[config.mk]
export PLATFORM = sky130hd
export DESIGN_NAME = jsonc_comment_stripper_top
export DESIGN_NICKNAME = d
export VERILOG_FILES = /design/src/hdl/jcs_pkg.sv /design/src/hdl/jcs_scanner.sv /design/src/hdl/jcs_outbuf.sv /design/src/hdl/jsonc_comment_stripper_top.sv
export VERILOG_INCLUDE_DIRS = /design/src /design/src/hdl
export SDC_FILE = /design/constraint.sdc
export NUM_CORES = 1
export LEC_CHECK = 0
export BUFFER_PORTS_ARGS = -buffer_cell sky130_fd_sc_hd__buf_2
export CORE_AREA = 2 2 107 109
export DETAILED_ROUTE_END_ITERATION = 10
export DIE_AREA = 0 0 109 111
export GPL_TIMING_DRIVEN = 1
export HOLD_SLACK_MARGIN = 0.1
export PLACE_DENSITY = 0.4
export SYNTH_ARGS = -nofsm -noshare
export SYNTH_HDL_FRONTEND = slang
export SYNTH_SLANG_ARGS = --single-unit
[constraint.sdc]
create_clock -name clk -period 6.69 [get_ports clk]
set_input_delay 1.0035 -clock clk [delete_from_list [all_inputs] [get_ports clk]]
set_output_delay 1.0035 -clock clk [all_outputs]
set_load 0.05 [all_outputs]
[src/hdl/jsonc_comment_stripper_top_defines.svh]
// assertion macros shared by the comment stripper modules
`ifndef JSONC_COMMENT_STRIPPER_TOP_DEFINES_SVH
`define JSONC_COMMENT_STRIPPER_TOP_DEFINES_SVH

// condition and consequence in the same cycle
`define JCS_ASSERT_NOW(lbl, ante, cons, msg) \
	lbl: assert property (@(posedge clk) disable iff (!arst_n) (ante) |-> (cons)) \
		else $error(msg);

// consequence in the cycle after the condition
`define JCS_ASSERT_NEXT(lbl, ante, cons, msg) \
	lbl: assert property (@(posedge clk) disable iff (!arst_n) (ante) |=> (cons)) \
		else $error(msg);

`endif

[src/hdl/jcs_pkg.sv]
// shared types and constants of the comment stripper
package jcs_pkg;

	localparam logic [7:0] CH_QUOTE  = 8'h22;
	localparam logic [7:0] CH_BSLASH = 8'h5C;
	localparam logic [7:0] CH_SLASH  = 8'h2F;
	localparam logic [7:0] CH_STAR   = 8'h2A;
	localparam logic [7:0] CH_NL     = 8'h0A;
	localparam logic [7:0] CH_SPACE  = 8'h20;

	localparam logic [1:0] CNT_NONE = 2'd0;
	localparam logic [1:0] CNT_ONE  = 2'd1;
	localparam logic [1:0] CNT_TWO  = 2'd2;

	// scan modes, one-hot
	typedef enum logic [6:0] {
		M_NORMAL     = 7'b0000001,
		M_STR        = 7'b0000010,
		M_STR_ESC    = 7'b0000100,
		M_SLASH      = 7'b0001000,
		M_LINE       = 7'b0010000,
		M_BLOCK      = 7'b0100000,
		M_BLOCK_STAR = 7'b1000000
	} mode_t;

	// results caused by one item: count, first and second byte
	typedef struct packed {
		logic [1:0] cnt;
		logic [7:0] b0;
		logic [7:0] b1;
	} res_t;

endpackage

[src/hdl/jcs_scanner.sv]
// scan mode register and per-item comment stripping logic
`include "jsonc_comment_stripper_top_defines.svh"

module jcs_scanner (
	input  logic               clk,
	input  logic               arst_n,
	input  logic               accept,
	input  logic [7:0]         byte_i,
	input  logic               last_i,
	output jcs_pkg::res_t      res
);

	jcs_pkg::mode_t mode_q;
	jcs_pkg::mode_t nxt;
	logic           is_quote;
	logic           is_slash;
	logic           is_star;
	logic           is_nl;
	logic [7:0]     body_ch;

	assign is_quote = (byte_i == jcs_pkg::CH_QUOTE);
	assign is_slash = (byte_i == jcs_pkg::CH_SLASH);
	assign is_star  = (byte_i == jcs_pkg::CH_STAR);
	assign is_nl    = (byte_i == jcs_pkg::CH_NL);
	// block comment body: newline kept, anything else blanked
	assign body_ch  = is_nl ? jcs_pkg::CH_NL : jcs_pkg::CH_SPACE;

	// results and next mode for the item at the input
	always_comb begin
		res.cnt = jcs_pkg::CNT_NONE;
		res.b0  = byte_i;
		res.b1  = byte_i;
		nxt     = mode_q;
		unique case (mode_q)
			jcs_pkg::M_STR: begin
				res.cnt = jcs_pkg::CNT_ONE;
				if (byte_i == jcs_pkg::CH_BSLASH) begin
					nxt = jcs_pkg::M_STR_ESC;
				end else if (is_quote) begin
					nxt = jcs_pkg::M_NORMAL;
				end
			end
			jcs_pkg::M_STR_ESC: begin
				res.cnt = jcs_pkg::CNT_ONE;
				nxt     = jcs_pkg::M_STR;
			end
			jcs_pkg::M_SLASH: begin
				if (is_slash) begin
					nxt = jcs_pkg::M_LINE;
				end else if (is_star) begin
					nxt = jcs_pkg::M_BLOCK;
				end else begin
					// held slash first, then the byte as normal text
					res.b0  = jcs_pkg::CH_SLASH;
					res.cnt = jcs_pkg::CNT_TWO;
					nxt     = is_quote ? jcs_pkg::M_STR : jcs_pkg::M_NORMAL;
				end
			end
			jcs_pkg::M_LINE: begin
				if (is_nl) begin
					res.cnt = jcs_pkg::CNT_ONE;
					nxt     = jcs_pkg::M_NORMAL;
				end
			end
			jcs_pkg::M_BLOCK: begin
				if (!last_i) begin
					if (is_star) begin
						nxt = jcs_pkg::M_BLOCK_STAR;
					end else begin
						res.b0  = body_ch;
						res.cnt = jcs_pkg::CNT_ONE;
					end
				end
			end
			jcs_pkg::M_BLOCK_STAR: begin
				if (is_slash) begin
					nxt = jcs_pkg::M_NORMAL;
				end else begin
					// held star becomes a space
					res.b0  = jcs_pkg::CH_SPACE;
					res.cnt = jcs_pkg::CNT_ONE;
					nxt     = jcs_pkg::M_BLOCK;
					if (!last_i) begin
						if (is_star) begin
							nxt = jcs_pkg::M_BLOCK_STAR;
						end else begin
							res.b1  = body_ch;
							res.cnt = jcs_pkg::CNT_TWO;
						end
					end
				end
			end
			default: begin
				// normal text, also any code outside the mode set
				nxt = jcs_pkg::M_NORMAL;
				if (is_quote) begin
					res.cnt = jcs_pkg::CNT_ONE;
					nxt     = jcs_pkg::M_STR;
				end else if (is_slash && !last_i) begin
					nxt = jcs_pkg::M_SLASH;
				end else begin
					res.cnt = jcs_pkg::CNT_ONE;
				end
			end
		endcase
		if (last_i) begin
			nxt = jcs_pkg::M_NORMAL;
		end
	end

	// mode register
	always_ff @(posedge clk or negedge arst_n) begin
		if (!arst_n) begin
			mode_q <= jcs_pkg::M_NORMAL;
		end else if (accept) begin
			mode_q <= nxt;
		end
	end

	`JCS_ASSERT_NEXT(a_last_resets_mode, accept && last_i, mode_q == jcs_pkg::M_NORMAL,
		"mode not back to normal after the final item")
	`JCS_ASSERT_NOW(a_mode_onehot, 1'b1, $onehot(mode_q), "scan mode not one-hot")
	`JCS_ASSERT_NOW(a_cnt_range, accept, res.cnt != 2'd3, "more than two results for one item")

endmodule

[src/hdl/jcs_outbuf.sv]
// two-slot result buffer that hands out one byte per cycle while out_ready is high
`include "jsonc_comment_stripper_top_defines.svh"

module jcs_outbuf (
	input  logic          clk,
	input  logic          arst_n,
	input  logic          push,
	input  jcs_pkg::res_t res,
	output logic          space_ok,
	output logic          out_valid,
	input  logic          out_ready,
	output logic [7:0]    out_byte,
	output logic          run_last
);

	jcs_pkg::res_t slot_q [2];
	logic          wr_q;
	logic          rd_q;
	logic [1:0]    count_q;
	logic          sub_q;
	jcs_pkg::res_t head;
	logic          head_end;
	logic          do_push;
	logic          do_pop;
	logic          pop_slot;

	assign do_push  = push && (res.cnt != jcs_pkg::CNT_NONE);
	assign head     = slot_q[rd_q];
	// second byte of a pair, or the only byte, ends the item's run
	assign head_end = (head.cnt != jcs_pkg::CNT_TWO) || sub_q;
	assign out_valid = (count_q != 2'd0);
	assign out_byte  = sub_q ? head.b1 : head.b0;
	assign run_last  = head_end;
	assign do_pop    = out_valid && out_ready;
	assign pop_slot  = do_pop && head_end;
	assign space_ok  = (count_q != 2'd2);

	// slot payload
	always_ff @(posedge clk) begin
		if (do_push) begin
			slot_q[wr_q] <= res;
		end
	end

	// pointers, fill count and byte index within the head slot
	always_ff @(posedge clk or negedge arst_n) begin
		if (!arst_n) begin
			wr_q    <= 1'b0;
			rd_q    <= 1'b0;
			count_q <= 2'd0;
			sub_q   <= 1'b0;
		end else begin
			if (do_push) begin
				wr_q <= ~wr_q;
			end
			if (pop_slot) begin
				rd_q <= ~rd_q;
			end
			if (do_pop) begin
				sub_q <= ~head_end;
			end
			if (do_push && !pop_slot) begin
				count_q <= count_q + 2'd1;
			end else if (!do_push && pop_slot) begin
				count_q <= count_q - 2'd1;
			end
		end
	end

	`JCS_ASSERT_NOW(a_count_range, 1'b1, count_q != 2'd3, "result buffer overfilled")
	`JCS_ASSERT_NOW(a_no_push_full, do_push, count_q != 2'd2, "push into a full buffer")
	`JCS_ASSERT_NOW(a_sub_pair, sub_q, out_valid && head.cnt == jcs_pkg::CNT_TWO,
		"second byte index on a slot without a pair")

endmodule

[src/hdl/jsonc_comment_stripper_top.sv]
// JSON-with-comments stripper: top level
//
// Input channel in_valid/in_ready carries one text byte per item (in_byte),
// with in_last set on the final byte of a text. Output channel
// out_valid/out_ready carries the stripped text one byte per item
// (out_byte), with run_last set on the last byte caused by an input item.
// An input item causes zero, one or two output items.
// Results of an input item are registered in the result buffer before they
// reach the output. Throughput: one input item per cycle while each causes
// at most one byte and out_ready is high; the two-slot result buffer drains one
// byte per cycle while out_ready is high; a two-byte item keeps its slot longer.
// in_ready depends only on the buffer fill: low when both slots hold results.
// A stalled receiver fills the buffer and then holds in_ready low.
// Reset (arst_n low) empties the buffer and returns the scan mode to normal
// text with nothing pending; the final item of a text returns the mode to normal.
module jsonc_comment_stripper_top (
	input  logic       clk,
	input  logic       arst_n,
	input  logic       in_valid,
	output logic       in_ready,
	input  logic [7:0] in_byte,
	input  logic       in_last,
	output logic       out_valid,
	input  logic       out_ready,
	output logic [7:0] out_byte,
	output logic       run_last
);

	logic          accept;
	jcs_pkg::res_t res;

	assign accept = in_valid && in_ready;

	// per-item scan logic and mode register
	jcs_scanner u_scanner (
		.clk    (clk),
		.arst_n (arst_n),
		.accept (accept),
		.byte_i (in_byte),
		.last_i (in_last),
		.res    (res)
	);

	// result buffer towards the output channel
	jcs_outbuf u_outbuf (
		.clk       (clk),
		.arst_n    (arst_n),
		.push      (accept),
		.res       (res),
		.space_ok  (in_ready),
		.out_valid (out_valid),
		.out_ready (out_ready),
		.out_byte  (out_byte),
		.run_last  (run_last)
	);

endmodule
## Yosys cells after proc, flatten, opt, wreduce, memory -nomap -nowiden

Memory sizes are Yosys's and may differ from the RTL's.
Index checks and enable logic that the tools add are counted.

- Flip-flop bits (word level): 12
- Bits in writable memories: 36
- Output and inout port bits: 11
- Word-level logic and storage cells: 77
- Memories: 1

- Eq/ne operators: 16
- Bitwise operators: 3
- Reduce and logical (&&, ||, !) cells: 16
- $add $sub $neg: 2
- Multiplexer cells: 34

Memory list:

| memory | words | bits a word | rd ports | clocked after Yosys merged registers in | write ports | line | source |
|---|---|---|---|---|---|---|---|
| u_outbuf.slot_q | 2 | 18 | 1 | 0 | 1 | jcs_outbuf.sv:16 | `jcs_pkg::res_t slot_q [2];` |

Operators with widths:

| cell | number |
|---|---|
| 7-bit two-way mux | 10 |
| 7-bit case mux with 6 select lines | 1 |
| 8-bit two-way mux | 4 |
| 10-bit two-way mux | 3 |
| 8-bit by 6-bit equality test with 1-bit output (second input constant) | 3 |
| 8-bit case mux with 3 select lines | 1 |
| 18-bit two-way mux | 1 |
| 2-bit two-way mux | 6 |
| 2-bit case mux with 5 select lines | 1 |
| 9-bit two-way mux | 1 |
| 8-bit by 4-bit equality test with 1-bit output (second input constant) | 1 |
| 8-bit by 7-bit equality test with 1-bit output (second input constant) | 1 |
| 7-bit by 2-bit equality test with 1-bit output (second input constant) | 1 |
| 7-bit by 3-bit equality test with 1-bit output (second input constant) | 1 |
| 7-bit by 4-bit equality test with 1-bit output (second input constant) | 1 |
| 7-bit by 5-bit equality test with 1-bit output (second input constant) | 1 |
| 7-bit by 6-bit equality test with 1-bit output (second input constant) | 1 |
| 7-bit equality test (second input constant) | 1 |
| 1-bit logical AND | 7 |
| 6-bit two-way mux | 1 |
| 3-bit by 2-bit != test with 1-bit output (second input constant) | 2 |
| 2-bit nonzero test | 3 |
| 1-bit two-way mux | 4 |
| 4-bit two-way mux | 1 |
| 9 further kinds | 14 |

## Longest topological paths before layout

- Word-level depth: 12
- Mapped depth: 10
- Depth with buffers taken out: 9

## Modules after synthesis

A second synthesis with hierarchy kept.

- Cell total of the unflattened synthesis: 199
- Area, all modules: 2548.7 µm²

By module, submodules not included:

| module | cells an instance | times used | area an instance (µm²) |
|---|---|---|---|
| jcs_outbuf | 75 | 1 | 1571.5 |
| jcs_scanner | 123 | 1 | 970.9 |
| jsonc_comment_stripper_top | 1 | 1 | 6.3 |

## Worst setup path before layout

No wires, ideal clock.

- Path kind: input -> register
- From: input port in_byte[0]
- To: memory u_outbuf.slot_q[1][0] (netlist bit), enable pin
- Data required time: 6314 ps
- Buffers on the path: 1
- Stages on the path: 7
- Arrival: 2669 ps
- Slack: 3645 ps
- Path through: clkbuf_1 nor2_1 a31o_2 nand3_2 o2111a_1 a211oi_2 and2_1

- Word-level cells in the longest chain between the ends: 9

RTL lines:

| item | line | source |
|---|---|---|
| start: declaration | jsonc_comment_stripper_top.sv:21 | `input logic [7:0] in_byte,` |
| 8-bit by 6-bit equality test with 1-bit output, on equally long branches | jcs_scanner.sv:23, jcs_scanner.sv:22 |  |
| 2-bit two-way mux or 1-bit logical AND (tied branches) | jcs_scanner.sv:84, jcs_scanner.sv:99 |  |
| 2-bit two-way mux or 1-bit two-way mux (tied branches) | jcs_scanner.sv:83, jcs_scanner.sv:99 |  |
| 18-bit two-way mux or 2-bit two-way mux (tied branches) | jcs_scanner.sv:76, jcs_scanner.sv:96 |  |
| 2-bit case mux with 5 select lines (*) | jcs_scanner.sv:34 | `unique case (mode_q)` |
| 2-bit nonzero test (*) | jcs_outbuf.sv:27 | `assign do_push = push && (res.cnt != jcs_pkg::CNT_NONE);` |
| 1-bit logical AND (*) | jcs_outbuf.sv:27 |  |
| named net u_outbuf.do_push | jcs_outbuf.sv:23 | `logic do_push;` |
| 1-bit two-way mux (*) | jcs_outbuf.sv:40 | `if (do_push) begin` |
| 1-bit two-way mux (implied by the code) (*) | jcs_outbuf.sv:41 | `slot_q[wr_q] <= res;` |
| end: declaration | jcs_outbuf.sv:16 |  |

The timed path passes the listed nets; every way through them passes the cells marked *.

## Final worst setup path

- From: input port in_byte[4]
- To: memory u_outbuf.slot_q[1][4] (netlist bit), enable pin

The elaborated chain is that of the path after synthesis.

==> summary.md <==
| Metric | Value |
|---|---|
| Status | `finished, final reports clean` |
| Combined area of the multi-input logic cells | `0.00119 mm2` |
| Post-synth ARST share | `0.250` |
| Port buffer count | `23` |
| Power Density | `about 320 mW/mm2` |
| Slowest Stage Delay on Critical Path | `roughly 0.60 ns` |
| CP max FO | `18` |
| DRT Pass-1 Iters | `4` |
| Syn_area_per_cell | `12.0 um2` |
| Clock root cell | `clkbuf_16` |
| Ys flop type | `edfxtp_1` |
| Tcrit/Tclk final | `0.510` |
| Post-synth EDFFs | `36` |
| Final ANT Viol Nets | `0` |
| Final Critical Period | `approximately 3.4 ns` |
| Startpoint types | `input pin` |
| Total CTS buffers | `5` |
| First-pass GRT wire length | `9950 um` |
| Initial antenna violation count | `0` |
| Switching Share | `0.356` |
| Flop-to-flop setup slack | `3.43 ns` |
| Crit end category | `register` |
| Die width | `109 um` |
| Crit path kind | `in2reg` |
| I/O Pins | `24` |
| Synth cell types | `56` |
| Critical path data required time | `6.61 ns` |
| Number of remaining DRC errors | `0` |
| Reg power frac | `0.437` |
| Worst Tran Pin Value | `0.835 ns` |
| Cell count after synthesis | `around 220` |
| Setup TNS | `0 ns` |
| Dpl hpwl | `~4400 um` |
| Hold-fix buffers, CTS | `0` |
| Internal power | `about 630 uW` |
| N_diodes | `0` |
| Synthesis Warnings | `0` |
| Vias per std cell | `4.65` |
| Max Cap Viol | `0` |
| Initial core utilization | `0.240` |
| Fin. max-slew vios | `0` |
| Gr ovfl total | `0` |
| CTS Sinks | `48` |
| Register area | `0.00138 mm2` |
| Max-slew headroom | `0.443` |
| GRT Resource Usage Total | `0.107` |
| Post-Syn Area | `0.00266 mm2` |
| Comb pwr share | `0.312` |
| Synth Register Bits | `48` |
| Switching pwr | `350 uW` |
| Clk pin slew, worst setup/hold paths | `roughly 0.07 ns` |
| Full die area | `0.0121 mm2` |
| Fin. Hold Viols | `0` |
| Fraction of layout instances using a drive strength above 1 | `0.247` |
| CTS tree | `done` |
| Fill cells | `1137` |
| Arrival @ worst endpoint | `3.34 ns` |
| # H-tree levels | `2` |
| Final core utilization | `0.274` |
| Seq/Total Area, Yosys | `0.519` |
| Worst min path class | `reg2reg` |
| Die height | `approximately 110 um` |
| Average wire per standard cell | `15.9 um` |
| Slowest cell on crit path | `nor4b_1` |
| Vias in the first global route | `1832` |
| Endpoints failing setup | `0` |
| Buf/Inv on CP | `1` |
| CP top delay family | `simple AND/OR/NAND/NOR gates` |
| VDD IR max | `approximately 110 uV` |
| Final wirelength | `6060 um` |
| Critical path cell sequence | `buf_2 -> nor4b_4 -> nand4_1 -> nor4b_1 -> a211oi_2 -> and2_1` |
| Clk_lat worst skew | `0.28 ns` |
| Core area | `0.0111 mm2` |
| Fmax | `just under 300 MHz` |
| Post-CTS setup buffers | `0` |
| Rows | `39` |
| Clock share of power | `0.251` |
| Synth Net Count | `236` |
| Clk_skew | `about 0.0054 ns` |
| GPL Wtd Cong | `0.830` |
| Nets | `252` |
| Vias | `~1800` |
| DRT iter0 DRCs | `92` |
| RSZ-0062 raised after global routing | `no` |
| Clock buffer depth | `2` |
| Largest net degree at the start of global routing | `19` |
| CTS resizes | `0` |
| Pleak | `approximately 1.1 nW` |
| Area grow syn2layout | `14.1%` |
synth_stat cells, drive strengths merged, types with 2 or more instances:
master  count  area (um2)
buf         3        23.8
edfxtp     36        1080
nor3       12        65.1
a21oi       7        35.0
nor4b       4        50.1
or4         2        18.8
o21ai       7        35.0
mux4        8         180
nor2       13        48.8
a22oi       2        15.0
a21boi      2        15.0
or2b        2        15.0
clkbuf     12        45.0
or3         3        23.8
nand3      11        65.1
dfrtp      11         275
mux2        8         116
xnor2       6        52.6
nand2      17        63.8
nand4       2        12.5
a211oi      2        20.0
inv         5        18.8
xor2        3        26.3
and2       10        63.8
nand2b      4        25.0
a21o        6        45.0
nor3b       2        15.0
or4b        2        20.0
a31oi       3        18.8
stage by stage:
stage	instances	setup slack [ns]	power, mW	instance area, um2	hold slack (ns)
6_report	382	3.28	0.983	3040	0.487
5_1_grt	382	2.97	1.04	3040	0.516
4_1_cts	382	3.19	1.00	3040	0.484
3_5_place_dp	374	2.90	0.753	2900	0.475
3_3_place_gp	374	3.05	0.753	2900	0.478
2_1_floorplan	222	3.64	0.679	2660	0.456
final timing paths:
check                                         start                     to  cells past startpoint
worst max-delay path                     in_byte[4]  u_outbuf.slot_q[1][4]                      6
worst min-delay path            u_outbuf.count_q[1]    u_outbuf.count_q[1]                      1
worst max register to register  u_scanner.mode_q[5]  u_outbuf.slot_q[1][4]                      6
worst min register to register  u_outbuf.count_q[1]    u_outbuf.count_q[1]                      1
max in group asynchronous                    arst_n    u_scanner.mode_q[0]                      1
min in group asynchronous                    arst_n         u_outbuf.sub_q                      1
final cells by class:
| cell class | count | share of cell area |
|---|---|---|
| Clock buffer | 5 | 0.0412 |
| Tap cell | 143 | 0.0589 |
| Multi-Input combinational cell | 154 | 0.392 |
| Sequential cell | 48 | 0.455 |
| Inverter | 5 | 0.00618 |
| Timing Repair Buffer | 24 | 0.0403 |
| Clock inverter | 3 | 0.00618 |
logic make-up after synthesis:
logic type	Yosys count	share of synthesized area
mux	17	0.115
flops	48	0.519
simple gates	90	0.202
compound gates	37	0.0968
fa+ha+maj	1	0.00470
xor+xnor	9	0.0296
buf+inv	20	0.0329
state kept, by name, indices dropped and copies added (netlist names):
name and cells:
u_outbuf.count_q 2, u_outbuf.slot_q 36, u_outbuf.sub_q 1, u_scanner.mode_q 7, u_outbuf.rd_q 1, u_outbuf.wr_q 1
routing by layer:
layer,share of wire,up-vias,global-route usage
li1,-,866,-
met1,0.48,875,0.148
met2,0.48,31,0.172
met3,0.031,4,0.0159
met4,0.011,0,0.0316
met5,0,-,0
cell usage in the layout, fill, tap and decap left out, drive strengths merged, types with 2 or more instances in the layout:
cell / instances
edfxtp: 36
buf: 24
nand2: 17
nor2: 13
nor3: 12
dfrtp: 11
nand3: 11
and2: 10
mux4: 8
mux2: 8
a21oi: 7
o21ai: 7
a21o: 6
xnor2: 6
inv: 5
clkbuf: 5
nand2b: 4
nor4b: 4
a31oi: 3
xor2: 3
or3: 3
or4b: 2
nand4: 2
a22oi: 2
nor3b: 2
or2b: 2
a21boi: 2
clkinvlp: 2
or4: 2
a211oi: 2
power by group through the flow:
stage               Clock, mW  Combinational [mW]  Sequential (mW)
global route            0.266               0.331            0.440
finish                  0.247               0.306            0.430
detailed placement          0               0.314            0.439
CTS                     0.254               0.315            0.433
floorplan                   0               0.267            0.411
global placement            0               0.314            0.439
worst reg2reg max path: stages (launching register included):
cell	delay, ns
dfrtp_1	0.54
nor3_1	0.64
nand2_1	0.15
a31oi_1	0.36
nor4b_1	0.13
a211oi_2	0.33
and2_1	0.73
Note: power is estimated with default switching activity, not from simulation.
